[src/lcf_pkg.sv]
// Shared types, register indexes and constant tables for the LRN forward unit.
`timescale 1ns / 1ps
package lcf_pkg;

  localparam int SUM_W = 36;

  typedef enum logic [2:0] {
    REG_WINDOW_SIZE = 3'd0,
    REG_FRONT_PAD   = 3'd1,
    REG_ALPHA       = 3'd2,
    REG_BIAS        = 3'd3,
    REG_BETA        = 3'd4
  } reg_idx_e;

  typedef struct packed {
    logic [4:0]  window_size;
    logic [3:0]  front_pad;
    logic [31:0] alpha_scale;
    logic [31:0] bias;
    logic [15:0] beta;
  } cfg_t;

  typedef struct packed {
    logic signed [15:0] sample;
    logic [SUM_W-1:0]   sum;
    logic               last;
  } job_t;

  typedef logic [31:0] exp2_tab_t [16];

  function automatic logic [63:0] isqrt64(logic [63:0] v);
    logic [63:0] r;
    logic [63:0] b;
    logic [63:0] rem;
    r   = '0;
    b   = 64'd1 << 62;
    rem = v;
    for (int k = 0; k < 32; k++) begin
      if (rem >= r + b) begin
        rem = rem - (r + b);
        r   = (r >> 1) + b;
      end else begin
        r = r >> 1;
      end
      b = b >> 2;
    end
    return r;
  endfunction

  // entry i holds 2^(2^-(i+1)) in Q1.30
  function automatic exp2_tab_t build_exp2_tab();
    exp2_tab_t   t;
    logic [63:0] c;
    c = 64'd1 << 31;
    for (int i = 0; i < 16; i++) begin
      c    = isqrt64(c << 30);
      t[i] = c[31:0];
    end
    return t;
  endfunction

  localparam exp2_tab_t EXP2_C = build_exp2_tab();

endpackage

[src/lcf_job_fifo.sv]
// Small job queue between the window front end and the power back end.
`timescale 1ns / 1ps
module lcf_job_fifo (
  input  logic          clk_i,
  input  logic          rst_ni,
  input  logic          push_i,
  input  lcf_pkg::job_t push_data_i,
  output logic          full_o,
  input  logic          pop_i,
  output lcf_pkg::job_t pop_data_o,
  output logic          empty_o
);
  lcf_pkg::job_t mem_q [4];
  logic [1:0] wr_q, rd_q;
  logic [2:0] cnt_q;

  assign full_o     = (cnt_q == 3'd4);
  assign empty_o    = (cnt_q == 3'd0);
  assign pop_data_o = mem_q[rd_q];

  always_ff @(posedge clk_i or negedge rst_ni) begin
    if (!rst_ni) begin
      wr_q  <= '0;
      rd_q  <= '0;
      cnt_q <= '0;
    end else begin
      if (push_i) begin
        mem_q[wr_q] <= push_data_i;
        wr_q        <= wr_q + 2'd1;
      end
      if (pop_i) rd_q <= rd_q + 2'd1;
      cnt_q <= cnt_q + {2'b0, push_i} - {2'b0, pop_i};
    end
  end
endmodule

[config.mk]
export PLATFORM = sky130hd
export DESIGN_NAME = lcf_job_fifo
export DESIGN_NICKNAME = d
export VERILOG_FILES = /design/src/lcf_pkg.sv /design/src/lcf_job_fifo.sv
export SDC_FILE = /design/constraint.sdc
export NUM_CORES = 1
export LEC_CHECK = 0
export BUFFER_PORTS_ARGS = -buffer_cell sky130_fd_sc_hd__buf_2
export CAP_MARGIN = 25
export CORE_MARGIN = 1
export CORE_UTILIZATION = 40
export DETAILED_ROUTE_END_ITERATION = 10
export PLACE_DENSITY_LB_ADDON = 0.08
export SYNTH_ARGS = -nofsm -noshare
export SYNTH_HDL_FRONTEND = slang
export SYNTH_SLANG_ARGS = --single-unit
[constraint.sdc]
create_clock -name clk_i -period 7.05 [get_ports clk_i]
set_clock_uncertainty 0.15 [all_clocks]
set_input_delay 1.0575 -clock clk_i [delete_from_list [all_inputs] [get_ports clk_i]]
set_output_delay 1.0575 -clock clk_i [all_outputs]
set_load 0.005 [all_outputs]
# Yosys cells after proc, flatten, opt, wreduce, memory -nomap -nowiden
# Memory sizes are Yosys's and may differ from the RTL's.
# Cells that the tools add are included.
word_totals:
  reg_bits: 7
  mem_bits_rw: 212
  inputBits: 57
  out_inout_bits: 55
  wordCells: 13
  mem_count: 1
memory_table:
  columns: ["memory", "depth", "word_bits", "rd", "rd_ports_with_merged_regs", "write_ports", "line_no", "text"]
  rows:
  - ["mem_q", 4, 53, 1, 0, 1, "lcf_job_fifo.sv:13", "lcf_pkg::job_t mem_q [4];"]
op_classes:
  addsub: 4
  eq_ne: 1
  mux: 2
  reduce_logical: 2
op_table:
  columns: ["cell", "n"]
  rows:
  - ["2-bit by 1-bit adder with 2-bit output (second input constant)", 2]
  - ["3-bit by 1-bit adder with 3-bit output", 1]
  - ["3-bit equality test (second input constant)", 1]
  - ["3-bit zero test", 1]
  - ["3-bit by 1-bit subtractor with 3-bit output", 1]
  - ["1-bit two-way mux", 2]
  - ["1-bit logical AND", 1]

# Logic depth before layout (Yosys ltp)
logic_depth:
  word_depth: 3
  depth_mapped: 6
  mapped_depth_nobuf: 6

# Worst setup path before layout
# OpenSTA, ideal clock, no wires.
synth_timing:
  kind: "input to register"
  startpoint: "input port push_i"
  endpoint: "memory mem_q[3][0] (netlist name), enable pin"
  setup_time_ps: 416
  arrival_time_ps: 2368
  required_ps: 6484
  path_slack_ps: 4115
  cell_stages: 1
  n_path_buf: 0
  cell_sequence: "and3_1"
synth_between:
  elab_chain_len: 3
synth_lines:
  columns: ["item", "line_no", "text"]
  rows:
  - ["start, declared", "lcf_job_fifo.sv:6", "input logic push_i,"]
  - ["1-bit two-way mux", "lcf_job_fifo.sv:27", "if (push_i) begin"]
  - ["1-bit logical AND (implied by the code)", "lcf_job_fifo.sv:28", "mem_q[wr_q] <= push_data_i;"]
  - ["1-bit two-way mux (implied by the code)", "lcf_job_fifo.sv:28", null]
  - ["end, declared", "lcf_job_fifo.sv:13", null]
# No other way between the ends.

==> flow_metrics.env <==
export IMPL_status="finished, final reports clean"
export IMPL_dieHeight_um=144.4
export IMPL_routabilityCongestion=0.6634
export IMPL_cp_arrival_ns=2.70
export IMPL_numCtsBuffers=23
export IMPL_overflow=0
export IMPL_track_usage_pct=14.76
export IMPL_worstSetupStartpointType="flip-flop"
export IMPL_rsz0062_at_grt="no"
export IMPL_worst_slew_pin_slew_ns=0.7606
export IMPL_area_delta_synth_final_pct=19.40
export IMPL_met2_length_um=7589
export IMPL_final_antenna_net_count=0
export IMPL_synth_seq_cells=219
export IMPL_worstSkewPairLatency_ns=0.49
export IMPL_synth_cells=311
export IMPL_coreArea_um2=19650
export IMPL_layout_drive_gt1_share_pct=44.74
export IMPL_drv_cap=0
export IMPL_grt_pass1_vias=3931
export IMPL_grt_pass1_wl_um=22320
export IMPL_ff_latch_area_um2=6546
export IMPL_via_count=3569
export IMPL_whs_ns=0.2569
export IMPL_final_net_count=505
export IMPL_power_density_nw_per_um2=386.7
export IMPL_rr_startpoint="wr_q[0]"
export IMPL_design_area_um2=9678
export IMPL_worstSetupStartpoint="rd_q[0]"
export IMPL_fin_tns_setup_ns=0
export IMPL_slowest_stage="dfrtp_4"
export IMPL_drc=0
export IMPL_post_drt_wl_per_cell_um=20.38
export IMPL_worstSetupEndpointType="output pin"
export IMPL_leakagePower_nw=3.347
export IMPL_wl_met3_um=803
export IMPL_drt_iter0_drc=199
export IMPL_die_area_um2=20840
export IMPL_synth_area_top_cells="edfxtp_1, mux4_2, dfrtp_1"
export IMPL_critical_path_class="reg -> out"
export IMPL_clk_path_buf_depth=3
export IMPL_syn_area_um2=8105
export IMPL_hp_class="in -> async"
export IMPL_dpl_cell_area_um2=8906
export IMPL_root_buffer="clkbuf_16"
export IMPL_max_stage_delay_ns=0.80
export IMPL_routed_via_density=4.943
export IMPL_die_w_um=144.4
export IMPL_highest_layer="met5"
export IMPL_antenna_found_initial=2
export IMPL_slew_headroom_pct=49.29
export IMPL_cp_top_family="flip-flops"
export IMPL_fill_cells=1681
export IMPL_rrSetupSlack_ns=4.68
export IMPL_max_freq_ghz=0.2559
export IMPL_rows=51
export IMPL_yosysWarnings=0
export IMPL_ys_types=16
export IMPL_rr_worst_depth=4
export IMPL_hold_viol_final=0
export IMPL_dpl_hpwl_um=8645
export IMPL_setup_viol=0
export IMPL_postCtsSetupBuffers=0
export IMPL_cts_sinks=219
export IMPL_cts_tree="done"
export IMPL_post_route_min_period_ns=3.908
export IMPL_synth_sequential_area_ratio_pct=80.70
export IMPL_cts_resized_gates=0
export IMPL_ctsHtreeMaxLevel=1
export IMPL_grt_max_degree=42
export IMPL_drt_pass1_iterations=4
export IMPL_crit_path_end="pop_data_o[3]"
export IMPL_period_share_pct=55.43
export IMPL_syn_nets=375
export IMPL_ioPinCount=112
export IMPL_cp_data_required_time_ns=5.84
export IMPL_synth_top_cell_by_area="edfxtp_1"
export IMPL_synth_top_area_share_pct=78.54
export IMPL_crit_fanout=28
export IMPL_cts_hold_buffers=0
export IMPL_start_util_pct=41.24
export IMPL_io_buffers=111
export IMPL_multi_input_area_um2=1405
export IMPL_path_cells="buf_4 > mux4_1 > buf_2"
export IMPL_cp_num_cells=3
export IMPL_avgSynthCellArea_um2=26.06
export IMPL_met1_length_um=5994
export IMPL_r2r_end="mem_q[2][13]"
export IMPL_totalWireLength_um=14710
export IMPL_ir_worst_vdd_v=0.0002057
export IMPL_slew_viol_final=0
export IMPL_critPathBufInv=2
export IMPL_cts_clk_slew_worst_paths_ns=0.06
[through the flow]
step | cells | setup WS, ns | util (%) | power (mW)
final | 722 | 3.142 | 49.24 | 3.743
after global routing | 722 | 2.902 | 49.24 | 3.930
after detailed placement | 681 | 3.561 | 45.31 | 2.584
after floorplan | 311 | 4.115 | - | 2.283
after global placement | 681 | 3.561 | 45.31 | 2.571
after CTS | 721 | 3.018 | 49.23 | 3.819
[synth_stat cells]
cell type and number:
edfxtp_1 212, mux4_2 48, dfrtp_1 7, buf_2 6
ha_1 6, inv_1 6, and3_1 5, buf_12 5
mux4_1 5, xor2_1 3, nand2_1 2, xnor2_1 2
buf_6 1, fa_1 1, nor3_1 1, o21ai_0 1
[how the worst min path moves through the flow]
stage            start        to  slack, ns  cells past startpoint
3_5_place_dp   wr_q[0]   wr_q[0]       0.38                      1
2_1_floorplan  wr_q[0]   wr_q[0]       0.34                      1
6_report        rst_ni  cnt_q[0]       0.26                      1
3_3_place_gp   wr_q[0]   wr_q[0]       0.36                      1
5_1_grt         rst_ni  cnt_q[0]       0.25                      1
4_1_cts         rst_ni  cnt_q[0]       0.24                      1
[logic make-up (layout without fill, tap and decap cells)]
group	count (synthesis)	count (layout)	synth area share, %
flops	219	219	80.70
mux	53	53	14.96
buf+inv	18	163	2.022
simple gates	8	8	0.5403
fa+ha+maj	7	7	1.173
xor+xnor	5	5	0.5404
compound gates	1	1	0.06169
other cells	0	1	0
[placed cells by master (no fill, tap or decap)]
cell,count
clkbuf_16,23
xnor2_1,2
diode_2,1
buf_4,6
fa_1,1
ha_1,6
clkinv_1,2
edfxtp_1,212
buf_2,111
clkinv_2,4
o21ai_0,1
nand2_1,2
and3_2,4
nor3_1,1
dfrtp_1,5
inv_1,6
xor2_1,3
bufinv_16,4
clkbuf_8,2
dfrtp_2,1
mux4_2,48
and3_1,1
mux4_1,5
dfrtp_4,1
clkbuf_1,5
[routing by layer]
layer / track usage (%) / up-vias
li1: - / 1589
met1: 18.01 / 1866
met2: 25.71 / 88
met3: 3.311 / 24
met4: 5.319 / 2
met5: 0 / -
[state kept, by name, indices dropped and copies added (netlist names)]
name / flops
mem_q: 212
cnt_q: 3
rd_q: 2
wr_q: 2
[cell type report]
class                           count  share of cell area, %
Antenna cell                        1                0.02586
Clock buffer                       30                  6.425
Clock inverter                     10                  1.526
Inverter                            6                 0.2327
Multi-Input combinational cell     74                  14.52
Sequential cell                   219                  67.64
Tap cell                          265                  3.426
Timing Repair Buffer              117                  6.206
[report_power, final]
part           leakage (nW)  total [mW]  internal [mW]  switching, mW
Clock                 0.379        1.22          0.764          0.461
Sequential             2.01        1.70           1.58          0.119
Combinational         0.962       0.815          0.449          0.366
Total                  3.35        3.74           2.80          0.945
No activity file was read; power rests on OpenSTA's default activity.
