`src/lcf_pkg.sv`:
```
// Shared types, register indexes and constant tables for the LRN forward unit.
`timescale 1ns / 1ps
package lcf_pkg;

  localparam int SUM_W = 36;

  typedef enum logic [2:0] {
    REG_WINDOW_SIZE = 3'd0,
    REG_FRONT_PAD   = 3'd1,
    REG_ALPHA       = 3'd2,
    REG_BIAS        = 3'd3,
    REG_BETA        = 3'd4
  } reg_idx_e;

  typedef struct packed {
    logic [4:0]  window_size;
    logic [3:0]  front_pad;
    logic [31:0] alpha_scale;
    logic [31:0] bias;
    logic [15:0] beta;
  } cfg_t;

  typedef struct packed {
    logic signed [15:0] sample;
    logic [SUM_W-1:0]   sum;
    logic               last;
  } job_t;

  typedef logic [31:0] exp2_tab_t [16];

  function automatic logic [63:0] isqrt64(logic [63:0] v);
    logic [63:0] r;
    logic [63:0] b;
    logic [63:0] rem;
    r   = '0;
    b   = 64'd1 << 62;
    rem = v;
    for (int k = 0; k < 32; k++) begin
      if (rem >= r + b) begin
        rem = rem - (r + b);
        r   = (r >> 1) + b;
      end else begin
        r = r >> 1;
      end
      b = b >> 2;
    end
    return r;
  endfunction

  // entry i holds 2^(2^-(i+1)) in Q1.30
  function automatic exp2_tab_t build_exp2_tab();
    exp2_tab_t   t;
    logic [63:0] c;
    c = 64'd1 << 31;
    for (int i = 0; i < 16; i++) begin
      c    = isqrt64(c << 30);
      t[i] = c[31:0];
    end
    return t;
  endfunction

  localparam exp2_tab_t EXP2_C = build_exp2_tab();

endpackage

```
`src/lcf_in_if.sv`:
```
// Input stream channel: one channel activation per beat.
`timescale 1ns / 1ps
interface lcf_in_if;
  logic               valid;
  logic               ready;
  logic signed [15:0] sample;
  logic               last_channel;
  modport source (output valid, sample, last_channel, input ready);
  modport sink (input valid, sample, last_channel, output ready);
endinterface

```
`src/lcf_front.sv`:
```
// Front end: takes samples, keeps the square window, sums windows and issues jobs.
`timescale 1ns / 1ps
module lcf_front #(
  parameter int MAX_WINDOW = 16
) (
  input  logic          clk_i,
  input  logic          rst_ni,
  input  lcf_pkg::cfg_t cfg_i,
  lcf_in_if.sink        in_if,
  output logic          push_o,
  output lcf_pkg::job_t push_data_o,
  input  logic          full_i
);
  localparam int IDX_W = (MAX_WINDOW > 1) ? $clog2(MAX_WINDOW) : 1;
  localparam int CNT_W = $clog2(MAX_WINDOW + 1);

  typedef enum logic [1:0] {S_IDLE, S_SUM, S_PUSH, S_FLUSH} state_e;

  state_e st_q;
  logic [31:0]              sq_q [MAX_WINDOW];
  logic signed [15:0]       smp_q [MAX_WINDOW];
  logic [lcf_pkg::SUM_W-1:0] acc_q;
  logic [IDX_W-1:0]         idx_q, lo_q, hi_q, lag_q;
  logic [CNT_W-1:0]         j_q, nflush_q;
  logic [4:0]               seen_q;
  logic                     last_q, flag_q;

  logic [CNT_W-1:0] ws_w, nflush_w;
  logic [IDX_W-1:0] wsm1_w, fp_w, lag_w, hi_w, lo_w;
  logic             emit_w, flush_done_w, flush_emit_w;
  logic signed [31:0] sq_w;

  always_comb begin
    if (cfg_i.window_size == 5'd0) ws_w = CNT_W'(1);
    else if (int'(cfg_i.window_size) > MAX_WINDOW) ws_w = CNT_W'(MAX_WINDOW);
    else ws_w = CNT_W'(cfg_i.window_size);
    wsm1_w = IDX_W'(ws_w - CNT_W'(1));
    if (int'(cfg_i.front_pad) > MAX_WINDOW - 1) fp_w = IDX_W'(MAX_WINDOW - 1);
    else fp_w = IDX_W'(cfg_i.front_pad);
    lag_w = (wsm1_w > fp_w) ? wsm1_w - fp_w : '0;
    hi_w  = lag_w + fp_w;
    lo_w  = hi_w - wsm1_w;
    emit_w = int'(seen_q) >= int'(lag_w);
    if (int'(seen_q) + 1 < int'(lag_w)) nflush_w = CNT_W'(int'(seen_q) + 1);
    else nflush_w = CNT_W'(lag_w);
    flush_done_w = int'(j_q) > int'(lag_q);
    flush_emit_w = int'(j_q) > int'(lag_q) - int'(nflush_q);
  end

  assign sq_w        = in_if.sample * in_if.sample;
  assign in_if.ready = (st_q == S_IDLE);
  assign push_o      = (st_q == S_PUSH) && !full_i;
  assign push_data_o = '{sample: smp_q[lag_q], sum: acc_q, last: flag_q};

  always_ff @(posedge clk_i or negedge rst_ni) begin
    if (!rst_ni) begin
      st_q     <= S_IDLE;
      acc_q    <= '0;
      idx_q    <= '0;
      lo_q     <= '0;
      hi_q     <= '0;
      lag_q    <= '0;
      j_q      <= '0;
      nflush_q <= '0;
      seen_q   <= '0;
      last_q   <= 1'b0;
      flag_q   <= 1'b0;
      for (int i = 0; i < MAX_WINDOW; i++) begin
        sq_q[i]  <= '0;
        smp_q[i] <= '0;
      end
    end else begin
      unique case (st_q)
        S_IDLE: begin
          if (in_if.valid) begin
            for (int i = MAX_WINDOW - 1; i > 0; i--) begin
              sq_q[i]  <= sq_q[i-1];
              smp_q[i] <= smp_q[i-1];
            end
            sq_q[0]  <= unsigned'(sq_w);
            smp_q[0] <= in_if.sample;
            lag_q    <= lag_w;
            lo_q     <= lo_w;
            hi_q     <= hi_w;
            nflush_q <= nflush_w;
            last_q   <= in_if.last_channel;
            j_q      <= CNT_W'(1);
            seen_q   <= (seen_q == 5'd31) ? 5'd31 : seen_q + 5'd1;
            flag_q   <= (lag_w == '0) && in_if.last_channel;
            acc_q    <= '0;
            idx_q    <= lo_w;
            if (emit_w) st_q <= S_SUM;
            else if (in_if.last_channel) st_q <= S_FLUSH;
          end
        end
        S_SUM: begin
          acc_q <= acc_q + lcf_pkg::SUM_W'(sq_q[idx_q]);
          idx_q <= idx_q + IDX_W'(1);
          if (idx_q == hi_q) st_q <= S_PUSH;
        end
        S_PUSH: begin
          if (!full_i) st_q <= last_q ? S_FLUSH : S_IDLE;
        end
        S_FLUSH: begin
          if (flush_done_w) begin
            for (int i = 0; i < MAX_WINDOW; i++) begin
              sq_q[i]  <= '0;
              smp_q[i] <= '0;
            end
            seen_q <= '0;
            st_q   <= S_IDLE;
          end else begin
            for (int i = MAX_WINDOW - 1; i > 0; i--) begin
              sq_q[i]  <= sq_q[i-1];
              smp_q[i] <= smp_q[i-1];
            end
            sq_q[0]  <= '0;
            smp_q[0] <= '0;
            flag_q   <= (int'(j_q) == int'(lag_q));
            j_q      <= j_q + CNT_W'(1);
            acc_q    <= '0;
            idx_q    <= lo_q;
            if (flush_emit_w) st_q <= S_SUM;
          end
        end
        default: st_q <= S_IDLE;
      endcase
    end
  end

  a_push_not_full: assert property (@(posedge clk_i) disable iff (!rst_ni)
    push_o |-> !full_i) else $error("push into full queue");
  a_busy_no_ready: assert property (@(posedge clk_i) disable iff (!rst_ni)
    (st_q != S_IDLE) |-> !in_if.ready) else $error("ready while busy");
  a_pixel_clear: assert property (@(posedge clk_i) disable iff (!rst_ni)
    (st_q == S_FLUSH && flush_done_w) |=> (seen_q == 5'd0 && sq_q[0] == '0))
    else $error("pixel state not cleared");
endmodule

```
`src/flat_wrapper.sv`:
```
// flat-port wrapper written by rule: the top's interface ports become plain ports
module lcf_front_flat 
#(
  parameter int MAX_WINDOW = 16
)
  (clk_i, rst_ni, cfg_i, push_o, push_data_o, full_i, in_if_valid, in_if_sample, in_if_last_channel, in_if_ready);
  lcf_in_if in_if_i ();
  input  logic clk_i;
  input  logic rst_ni;
  input  lcf_pkg::cfg_t cfg_i;
  output logic push_o;
  output lcf_pkg::job_t push_data_o;
  input  logic full_i;
  input wire logic [$bits(in_if_i.valid)-1:0] in_if_valid;
  input wire logic [$bits(in_if_i.sample)-1:0] in_if_sample;
  input wire logic [$bits(in_if_i.last_channel)-1:0] in_if_last_channel;
  output wire logic [$bits(in_if_i.ready)-1:0] in_if_ready;
  assign in_if_i.valid = in_if_valid;
  assign in_if_i.sample = in_if_sample;
  assign in_if_i.last_channel = in_if_last_channel;
  assign in_if_ready = in_if_i.ready;
  lcf_front #(.MAX_WINDOW(MAX_WINDOW)) u_core (.clk_i(clk_i), .rst_ni(rst_ni), .cfg_i(cfg_i), .in_if(in_if_i), .push_o(push_o), .push_data_o(push_data_o), .full_i(full_i));
endmodule
```
`config.mk`:
```
export PLATFORM = sky130hd
export DESIGN_NAME = lcf_front_flat
export DESIGN_NICKNAME = d
export VERILOG_FILES = /design/src/lcf_pkg.sv /design/src/lcf_in_if.sv /design/src/lcf_front.sv /design/src/flat_wrapper.sv
export SDC_FILE = /design/constraint.sdc
export NUM_CORES = 2
export LEC_CHECK = 0
export BUFFER_PORTS_ARGS = -buffer_cell sky130_fd_sc_hd__clkbuf_2
export CAP_MARGIN = 20
export CORE_MARGIN = 2
export CORE_UTILIZATION = 63
export CTS_CLUSTER_DIAMETER = 60
export DETAILED_ROUTE_END_ITERATION = 7
export PLACE_DENSITY = 0.78
export SYNTH_ARGS = -nofsm -noshare
export SYNTH_HDL_FRONTEND = slang
export SYNTH_SLANG_ARGS = --single-unit
```
`constraint.sdc`:
```
create_clock -name clk_i -period 5.8 [get_ports clk_i]
set_input_delay 1.45 -clock clk_i [delete_from_list [all_inputs] [get_ports clk_i]]
set_output_delay 1.45 -clock clk_i [all_outputs]
set_load 0.02 [all_outputs]
```
Yosys cells after proc, flatten, opt, wreduce, memory -nomap -nowiden:

Index checks and enable logic that the tools add are counted.

* logic and storage cells: 132
* memories: 0
* latch bits: 0
* bits in registers: 839
* bits in writable memories: 0
* bits in read-only memories: 0

* shifts and indexed selects: 0
* multiply operators: 1
* reductions and logical operators: 14
* bitwise operators: 2
* $add $sub $neg: 10
* eq/ne operators: 13
* magnitude comparators: 8
* div/mod/pow operators: 0
* muxes and demuxes: 41

Operators by type and width (count)
* $pmux W512 S2: 1
* $mux W512: 1
* $pmux W256 S2: 1
* $mux W480: 1
* $mux W256: 1
* $mux W240: 1
* $bmux W32 S4: 1
* $pmux W36 S3: 1
* $mux W36: 2
* $bmux W16 S4: 1
* $mux W32: 2
* $add A36 B32 Y36: 1
* $gt A6 B32 Y1: 1
* $lt A32 B5 Y1: 1
* $mul A16 B16 Y32: 1
* $mux W16: 2
* $mux W5: 6
* $mux W4: 5
* $pmux W5 S2: 2
* $mux W2: 8
* $pmux W4 S3: 1
* $add A5 B1 Y5 const B: 2
* $ge A5 B5 Y1 const B: 2
* $not A4 Y5: 2
* 32 further kinds: 42

Longest topological paths before layout:

* depth in word-level cells: 10
* gate-level depth with buffers: 24
* gate-level depth less buffers: 24

Least setup slack after synthesis:

Ideal clock, no wire load.

* path kind: input to register
* start point: in in_if_sample[6]
* end point: reg u_core.sq_q[511] in the netlist's numbering
* setup time: 0.130 ns
* stages: 22
* setup slack: -1.213 ns
* arrival: 6.883 ns
* data required time: 5.670 ns
* cells stage by stage: clkbuf_1 > clkbuf_1 > nand2_1 > fa_1 > inv_1 > fa_1 > fa_1 > fa_1 > fa_1 > inv_1 > fa_1 > inv_1 > ha_1 > a21oi_1 > nor2b_1 > o21ai_0 > nand2b_1 > a221oi_1 > o21ai_1 > a211oi_1 > nor3_1 > nand3b_1

* cells in the longest elaborated chain, start to end: 3

Ends and longest elaborated chain
* from (decl): line flat_wrapper.sv:15 `input wire logic [$bits(in_if_i.sample)-1:0] in_if_sample;`
* $mul A16 B16 Y32: line lcf_front.sv:50 `assign sq_w = in_if.sample * in_if.sample;`
* $mux W512: line lcf_front.sv:75 `if (in_if.valid) begin`
* $pmux W512 S2: line lcf_front.sv:73 `unique case (st_q)`
* to (signal, indexed assignment): line lcf_front.sv:77 `sq_q[i] <= sq_q[i-1];`
* to (signal, indexed assignment): line lcf_front.sv:114 `sq_q[i] <= sq_q[i-1];`
* to (decl): line lcf_front.sv:20 `logic [31:0] sq_q [MAX_WINDOW];`

No other way between the ends. The select of a mux whose other input is x is not followed.
A chain may end at the register's enable or synchronous reset.

Worst setup path after layout:

* start point: in in_if_sample[5]
* end point: reg u_core.sq_q[511] in the netlist's numbering

Same word-level chain as after synthesis.

==> summary.md <==
| Metric | Value |
|---|---|
| Status | complete, but fails checks |
| Failing checks | negative setup slack |
| Share of cells above drive strength 1 | 22.34% |
| # IOs | 165 |
| Fin crit period | 6.199 ns |
| Initial Utilization | a little under two thirds |
| Required time worst endpoint | ~6.3 ns |
| Diodes inserted | 0 |
| TritonCTS Sinks | 822 |
| Total Wirelength | between 100000 and 150000 µm |
| #FFs+latches synth | 822 |
| # rows | 99 |
| Detail Route Antenna Nets | 0 |
| Hold path endpoint | u_core.smp_q[50]$_DFFE_PN0P_ |
| DRC viols | 0 |
| I/O Buffers | 84 |
| Worst reg2reg path startpoint | u_core.idx_q[0]$_DFFE_PN0P_ |
| Post-Synthesis Cells | 3660 |
| Measured slew at the worst slew-check pin | 1.130 ns |
| Sequential share of the synthesized area | 44.45% |
| CORE AREA | ~73000 µm² |
| Grt ovf | 0 |
| Setup crit end kind | flip-flop |
| CTS H-tree lvls | 3 |
| Clk_skew | 0.02494 ns |
| Hold Startpoint | u_core.smp_q[66]$_DFFE_PN0P_ |
| Clk slew on worst S/H paths | approximately 0.070 ns |
| Gr usage total | 28.35% |
| Fmax | 161.3 MHz |
| CTS buffer count | 82 |
| Slew HR | ~25% |
| Latest clock arrival within the worst-skew pair | 0.64 ns |
| Flop2flop setup slack | 0.62 ns |
| TritonRoute pass-1 iters | 6 |
| Yosys top cell by area | dfrtp_1 |
| Syn nets | 4163 |
| RSZ-0062 raised after global routing | true |
| Sum of negative setup slack | -4.413 ns |
| DRT iter0 DRCs | between 2000 and 3000 |
| Post-DP HPWL | 66830 µm |
| Critical Path AT | 6.69 ns |
| Hold Crit Depth | 1 |
| Reg-to-Reg End | u_core.acc_q[35]$_DFFE_PN0P_ |
| Total of max-cap violations | 0 |
| CTS tree | yes |
| GPL Wtd Cong | 0.8601 |
| Slowest-stage cell, CP | fa_1 |
| CTS Hold Bufs | 0 |
| Synth area leaders | dfrtp_1 44%, a22o_1 13%, mux4_2 12% |
| Most used DFF post-synth | dfrtp_1 |
| Post-route setup slack | -0.3988 ns |
| Drt wl/cell | ~22 µm |
| Initial antenna violation count | 0 |
| Utilization after layout | 72.25% |
| Placed cell areas | roughly 50000 µm² |
| Crit Path Class | in -> reg |
| Mapped Area | between 40000 and 50000 µm² |
| Post-synth EDFFs | 0 |
| Most common cell after layout, fill and taps aside | dfrtp_1 |
| Vias in the first global route | 31910 |
| Layout net count | about 4300 |
| Async set-reset flop share out of synthesis | 100.0% |
| Die area | 75640 µm² |
| First-pass GRT wire length | between 150000 and 200000 µm |
| Die Wd | 275.0 µm |
| Syn Area/Cell | about 13 µm² |
| Vias | roughly 31000 |
| Final worst-path cycle share | 106.9% |
| Largest net degree at the start of global routing | 255 |
| Final Slew Violations | 0 |
| Clock root buffer | clkbuf_16 |
| Fin area | 52620 µm² |
| Hold crit path type | reg -> reg |
| Final hold vios | 0 |
| Commonest cells after routing, fill and taps aside | 816 x dfrtp_1, 708 x a22o_1, 334 x inv_1, 239 x mux4_2, 224 x fa_1 |
| Slowest stage delay, CP | 0.52 ns |
| P&R area growth vs syn | 13.71% |
| Vias per cell | 6.489 |
| Final setup viols | 18 |
| Top cell type's share of synthesized area | 44.45% |
| Max Root-Sink Buffers | 3 |
| Worst r2r path cells | 13 |
| CP cell instances | clkbuf_16 > and2_4 > inv_2 > fa_1 > inv_2 > fa_1 > inv_2 > fa_1 > inv_1 > fa_2 > fa_1 > inv_2 > fa_1 > inv_2 > ha_4 > a21o_1 > a21o_1 > a21o_1 > a22o_1 > nor2_4 > o21ai_4 > a211oi_2 > nor3_1 > nand3b_1 |
| Library cells used by synthesis | 67 |
| CP Max Fanout | 7 |
| Dpl ws | -1.227 ns |
| Warnings from Yosys | 0 |
| Die height | 275.0 µm |
| Worst Setup Start Kind | input pin |
worst max-delay path, delay by kind of cell:
kind / cells / cell delay, ns
and+or+nand+nor: 4 / 0.56
buffers and inverters: 7 / 0.39
AOI/OAI and AO/OA: 6 / 1.10
adders and majority gates: 7 / 3.17
synth_stat cells, drive strengths merged, types with 44 or more instances:
cell type and number:
dfrtp 822, ha 155, a21oi 74, o21ai 114
fa 238, inv 360, xnor2 47, nand2 190
a22o 708, nor2 72, buf 126, and2 44
mux4 239, nand3 66, clkbuf 145
layer usage:
layer / GRT usage [%] / vias to the layer above / part of all wire (%)
met5: 0 / - / 0
met4: 8.137 / 0 / 2.4
met3: 4.059 / 182 / 4.9
met2: 45.35 / 855 / 50
met1: 41.20 / 16640 / 43
li1: - / 13640 / -
stage by stage:
step | cells | hold WS, ns
after global placement | 4655 | 0.4622
after CTS | 4814 | 0.4888
final | 4826 | 0.4913
after floorplan | 3660 | 0.4463
after global routing | 4826 | 0.5098
after detailed placement | 4656 | 0.4776
state kept, by name, summed over array words and instances, names as in the netlist:
signal,flops
u_core.j_q,5
u_core.hi_q,4
u_core.idx_q,4
u_core.lag_q,4
u_core.acc_q,36
u_core.last_q,1
u_core.sq_q,500
u_core.flag_q,1
u_core.seen_q,5
u_core.smp_q,251
u_core.lo_q,4
u_core.st_q,2
u_core.nflush_q,5
final cells by class:
| type | instances | area, µm² |
|---|---|---|
| Clock buffer | 117 | 2405 |
| Clock inverter | 32 | 411.6 |
| Fill cell | 4586 | 20210 |
| Inverter | 361 | 1358 |
| Multi-Input combinational cell | 2206 | 23860 |
| Sequential cell | 822 | 20580 |
| Tap cell | 959 | 1200 |
| Timing Repair Buffer | 329 | 2806 |
worst max path at each step:
| stage | from | endpoint | slack (ns) | depth (start not counted) |
|---|---|---|---|---|
| 3_3_place_gp | in_if_sample[3] | u_core.sq_q[510]$_DFFE_PN0P_ | -1.14 | 22 |
| 5_1_grt | in_if_sample[3] | u_core.sq_q[511]$_DFFE_PN0P_ | -0.58 | 21 |
| 2_1_floorplan | in_if_sample[5] | u_core.sq_q[499]$_DFFE_PN0P_ | -0.78 | 23 |
| 6_report | in_if_sample[5] | u_core.sq_q[511]$_DFFE_PN0P_ | -0.40 | 24 |
| 3_5_place_dp | in_if_sample[3] | u_core.sq_q[507]$_DFFE_PN0P_ | -1.23 | 21 |
| 4_1_cts | in_if_sample[4] | u_core.sq_q[504]$_DFFE_PN0P_ | -0.30 | 22 |
what timing repair did:
| item | CTS | global route |
|---|---|---|
| buffers inserted | 9 | 14 |
| pin swaps | 66 | 50 |
| gates cloned | 0 | 0 |
| gates resized for setup | 106 | 72 |
| setup endpoints to repair | 20 | 22 |
| endpoints found under the hold margin | 0 | 0 |
logic make-up after synthesis:
logic type               count (synthesis)  synth area share (%)
AO/OA/AOI/OAI                         1026                 17.66
XOR/XNOR                                90                 1.703
adder cells (fa/ha/maj)                393                 14.49
buffers and inverters                  632                 5.397
flip-flops                             822                 44.45
multiplexers                           246                 11.79
AND/OR/NAND/NOR                        451                 4.515
Power is left out: the tool's default activity adds up to more than one toggle a clock period on the data nets, which glitch-free logic cannot reach.
